[config.mk]
export PLATFORM = sky130hd
export DESIGN_NAME = ripq_cell
export DESIGN_NICKNAME = d
export VERILOG_FILES = /design/src/hw/rtl/ripq_pkg.sv /design/src/hw/rtl/ripq_cell.sv
export SDC_FILE = /design/constraint.sdc
export NUM_CORES = 1
export LEC_CHECK = 0
export BUFFER_PORTS_ARGS = -buffer_cell sky130_fd_sc_hd__buf_4
export CAP_MARGIN = 20
export CORE_MARGIN = 2
export CORE_UTILIZATION = 55
export DETAILED_ROUTE_END_ITERATION = 8
export GPL_TIMING_DRIVEN = 0
export PLACE_DENSITY = 0.73
export SYNTH_ARGS = -nofsm -noshare
export SYNTH_HDL_FRONTEND = slang
export SYNTH_SLANG_ARGS = --single-unit
[constraint.sdc]
create_clock -name clk -period 41 [get_ports clk]
set_input_delay 8.2 -clock clk [delete_from_list [all_inputs] [get_ports clk]]
set_output_delay 8.2 -clock clk [all_outputs]
set_load 0.02 [all_outputs]
[src/hw/rtl/ripq_pkg.sv]
package ripq_pkg;

  // Longest bit string held, and the widths that follow from it.
  localparam int MAX_LEN    = 1024;
  localparam int POS_W      = 11;
  localparam int WALK_W     = POS_W + 1;
  localparam int BIT_AW     = $clog2(MAX_LEN);
  localparam int NLEV       = $clog2(MAX_LEN) + 1;
  localparam int LVL_W      = $clog2(NLEV);
  localparam int CELL_DEPTH = MAX_LEN / 2;
  localparam int CELL_AW    = $clog2(CELL_DEPTH);

  localparam logic [POS_W-1:0] LEN_RESET = POS_W'(MAX_LEN);

  // Input actions.
  typedef enum logic [1:0] {
    ACT_LOAD   = 2'd0,
    ACT_INVERT = 2'd1,
    ACT_QUERY  = 2'd2,
    ACT_CLEAR  = 2'd3
  } act_t;

  // Kind of walk a token performs through the cell chain.
  typedef enum logic {
    WALK_TOGGLE = 1'b0,
    WALK_QUERY  = 1'b1
  } walk_op_t;

  typedef enum logic [2:0] {
    ST_IDLE,
    ST_LAUNCH,
    ST_LAUNCH2,
    ST_QWAIT,
    ST_DELIVER,
    ST_DRAIN,
    ST_SWEEP
  } state_t;

  typedef struct packed {
    act_t             action;
    logic [POS_W-1:0] left;
    logic [POS_W-1:0] right;
    logic             load_bit;
  } in_data_t;

  typedef struct packed {
    logic bit_value;
    logic bad_position;
  } out_data_t;

  // One walk travelling down the chain of tree levels.
  typedef struct packed {
    logic              valid;
    walk_op_t          op;
    logic [WALK_W-1:0] pos;
    logic              acc;
  } tok_t;

  // Clearing pass control shared by all cells.
  typedef struct packed {
    logic               active;
    logic [CELL_AW-1:0] idx;
  } clr_t;

endpackage

[src/hw/rtl/ripq_cell.sv]
module ripq_cell import ripq_pkg::*; (
  input  logic              clk,
  input  logic              rst_n,
  input  logic [LVL_W-1:0]  lvl,
  input  logic [WALK_W-1:0] len,
  input  clr_t              clr,
  input  tok_t              tok_in,
  output tok_t              tok_out
);

  // Tree nodes whose lowest set bit is this cell's level.
  logic               mem [CELL_DEPTH];
  tok_t               tok_r;
  logic               hit_r;
  logic [CELL_AW-1:0] addr_r;
  logic               rd_r;

  logic [WALK_W-1:0]  bit_k;
  logic [WALK_W-1:0]  low_mask;
  logic               in_hit;
  logic [CELL_AW-1:0] in_addr;
  logic               wr_en;

  // The walk visits this level only when the position's lowest set bit is here.
  assign bit_k    = WALK_W'(1) << lvl;
  assign low_mask = (bit_k << 1) - WALK_W'(1);
  assign in_hit   = tok_in.valid && ((tok_in.pos & low_mask) == bit_k) &&
                    (tok_in.op == WALK_QUERY || tok_in.pos <= len);
  assign in_addr  = CELL_AW'(tok_in.pos >> (lvl + 1'b1));
  assign wr_en    = tok_r.valid && hit_r && (tok_r.op == WALK_TOGGLE);

  // Token stage register.
  always_ff @(posedge clk) begin
    if (!rst_n) begin
      tok_r <= '0;
    end else begin
      tok_r <= tok_in;
    end
  end

  // Read address and hit flag travel with the token.
  always_ff @(posedge clk) begin
    hit_r  <= in_hit;
    addr_r <= in_addr;
  end

  // Node storage: clearing pass, toggle write-back, and a read that bypasses
  // the write of the token ahead when both touch the same node.
  always_ff @(posedge clk) begin
    if (clr.active) begin
      mem[clr.idx] <= 1'b0;
    end else if (wr_en) begin
      mem[addr_r] <= ~rd_r;
    end
    if (wr_en && addr_r == in_addr) begin
      rd_r <= ~rd_r;
    end else begin
      rd_r <= mem[in_addr];
    end
  end

  // Step the walk to the next node.
  always_comb begin
    tok_out = tok_r;
    if (hit_r) begin
      if (tok_r.op == WALK_TOGGLE) begin
        tok_out.pos = tok_r.pos + bit_k;
      end else begin
        tok_out.pos = tok_r.pos - bit_k;
        tok_out.acc = tok_r.acc ^ rd_r;
      end
    end
  end

endmodule

==> results_dict.tcl <==
set metrics [dict create \
    status "completed" \
    drc 0 \
    die_w_um 220 \
    grt_pass1_wl_um 126000 \
    p_leak_nw 9.93 \
    vias 21000 \
    synth_xor_area_frac 0.0109 \
    ys_ff_latch 538 \
    worstSetupPathType "in -> out" \
    syn_avg_cell_area_sq_um 10.6 \
    finalWeightedCongestion 0.974 \
    cts_sinks 538 \
    cts_buffers 55 \
    arrival_ps 13300 \
    clock_skew_ps 17.4 \
    grt-ovfl-total 0 \
    timing.hold.ws_ps 599 \
    worst_slew_pin_slew_ps 1310 \
    synth-compound-area-share 0.0634 \
    crit_top_cell "buf_4" \
    synthFlopType "edfxtp_1" \
    cts_tree "yes" \
    p_total_mw 1.34 \
    antenna_left 0 \
    ys_async_sr_fraction 0 \
    rows 79 \
    first_iter_violations 3207 \
    crit_path_start "lvl[0]" \
    drive_gt1_frac 0.101 \
    synth_warnings 0 \
    hold_class "reg -> reg" \
    worstReg2RegStart "tok_out[13]" \
    synthAdderAreaFrac 0.0158 \
    final_hold_viol_count 0 \
    first_pass_iters 6 \
    die_y_um 220 \
    ir_worst_vdd_v 0.0000376 \
    cts_root_buffer "clkbuf_16" \
    layout_setup_ws_ps 19500 \
    required_ps 32800 \
    cp_slowest_cell "o41ai_1" \
    layout.nets 2667 \
    period_needed_ps 21500 \
    power_density_nw_per_um2 45.9 \
    core_area_sq_um 46400 \
    crit_path_end_kind "output pin" \
    clockBufferDepth 3 \
    hold_buffers 0 \
    synth-simple-area-share 0.201 \
    cpLargestDelayFamily "compound AO/OA/AOI/OAI gates" \
    pin_count 58 \
    ys_types 61 \
    clkTransAtPathRegs_ps 60 \
    area_delta_synth_final_pct 13.5 \
    synth_edf_count 512 \
    post_cts_resized 0 \
    syn_area_sq_um 25800 \
    fin_util 0.631 \
    wire_per_inst_um 27.3 \
    setup_tns_ps 0 \
    crit_buf_inv 6 \
    worst-path-max-fanout 10 \
    cpPeakStageDelay_ps 410 \
    period_share 0.524 \
    track_usage 0.365 \
    post_drt_via_cell_ratio 6.46 \
    synth_nets 2516 \
    die-area_sq_um 48600 \
    h-tree-depth 2 \
    preCtsSetupSlack_ps 19460 \
    crit_chain "buf_4 > buf_4 > buf_4 > inv_1 > ha_1 > nand2_1 > nor2_1 > inv_1 > ha_1 > nor2b_1 > a31oi_1 > ha_1 > nor2b_1 > o21ai_0 > a21boi_0 > o21ai_0 > a21boi_0 > o21ai_0 > a21boi_0 > o21a_1 > o41ai_1 > mux2i_1 > xor2_1 > buf_4" \
    clock_latency_ps 620 \
    initial_core_util 0.556 \
    setup_violations 0 \
    cap_viol_max_count 0 \
    syn_inst 2441 \
    routed_wl_um 88500 \
    hp-start "rd_r" \
    ff2ff_setup_slack_ps 36870 \
    dpl.hpwl_um 59500 \
    slew_headroom 0.123 \
    synth_top_family_by_area "simple AND/OR/NAND/NOR gates" \
    yosysSeqAreaShare 0.617 \
    grt_setup_unrepaired "no" \
    slew_viol_final 0 \
    synth_mux_area_frac 0.0547 \
    grt_max_degree 23 \
    startpoint_type "input pin" \
    timing.fmax_mhz 46.5 \
    io_buffers 55 \
    grt_pass1_vias 19500 \
    post_cts_buffers 0 \
    antenna_found_initial 1 \
]
-- cell usage in the layout (no fill, tap or decap), drive strengths merged, types with 8 or more instances in the layout --
cell      n
and2     18
a32oi    18
nand3   174
a21oi    37
mux2     15
clkinv   20
dfxtp    26
nor2b     9
a22oi     8
nor3b     8
xor2     12
nor3     16
nand2   408
ha       31
clkbuf  170
mux2i   101
edfxtp  512
xnor2    20
mux4     10
nor2    573
o21ai    36
a211oi   23
buf     174
nand4    10
nand2b    9
o221ai   21
inv      47
a31oi    44
a311oi   12
-- cells by family (layout without fill, tap and decap cells) --
group	Yosys count	count (layout)
AO/OA/AOI/OAI	237	237
buffers and inverters	224	418
multiplexers	126	126
adder cells (fa/ha/maj)	32	32
XOR/XNOR	32	32
flip-flops	538	538
other	0	3
AND/OR/NAND/NOR	1252	1252
-- report_power, final --
part           switching (mW)  internal (mW)
Combinational           0.163         0.0671
Clock                   0.216          0.298
Sequential            0.00301          0.595
-- final cells by class --
type	count	area, sq um
fillers	3634	17100
flip-flops and latches	538	15900
multi-input cells	1679	8930
clock buffers	70	1470
repair buffers	94	863
plain buffers	180	797
well taps	607	759
clock inverters	30	348
inverters	44	165
diodes	3	7.51
-- per-stage QoR --
step	instance area (sq um)	instances
6_report	29200	3245
5_1_grt	29200	3242
4_1_cts	29200	3240
3_5_place_dp	27400	3140
3_3_place_gp	26900	3103
2_1_floorplan	25800	2441
-- Yosys cell counts (all sizes together), types with 16 or more instances --
cell / count / area, sq um
o21ai: 36 / 180
o221ai: 21 / 184
dfxtp: 26 / 521
mux2i: 101 / 1010
and2: 18 / 113
xnor2: 20 / 175
a32oi: 18 / 158
a31oi: 44 / 275
a21oi: 37 / 200
nor2: 573 / 2150
edfxtp: 512 / 15400
ha: 31 / 388
a211oi: 23 / 173
nand3: 174 / 871
nor3: 16 / 85.1
buf: 80 / 422
clkbuf: 100 / 375
nand2: 408 / 1530
inv: 43 / 161
-- layer usage --
layer | track usage | routed length [um]
met1 | 0.450 | 29900
met2 | 0.575 | 39900
met3 | 0.0873 | 11600
met4 | 0.247 | 7160
met5 | 0 | 0
-- sequential cells by signal, indices dropped and copies added (netlist names) --
name	cells
mem	512
tok_r	13
addr_r	9
tok_out	2
hit_r	1
rd_r	1
-- worst paths after layout --
kind,end,cells past startpoint
worst min register to register,rd_r,1
worst min-delay path,rd_r,1
worst max-delay path,tok_out[12],24
worst max register to register,mem[471],8
Note: power is estimated with default switching activity, not from simulation.
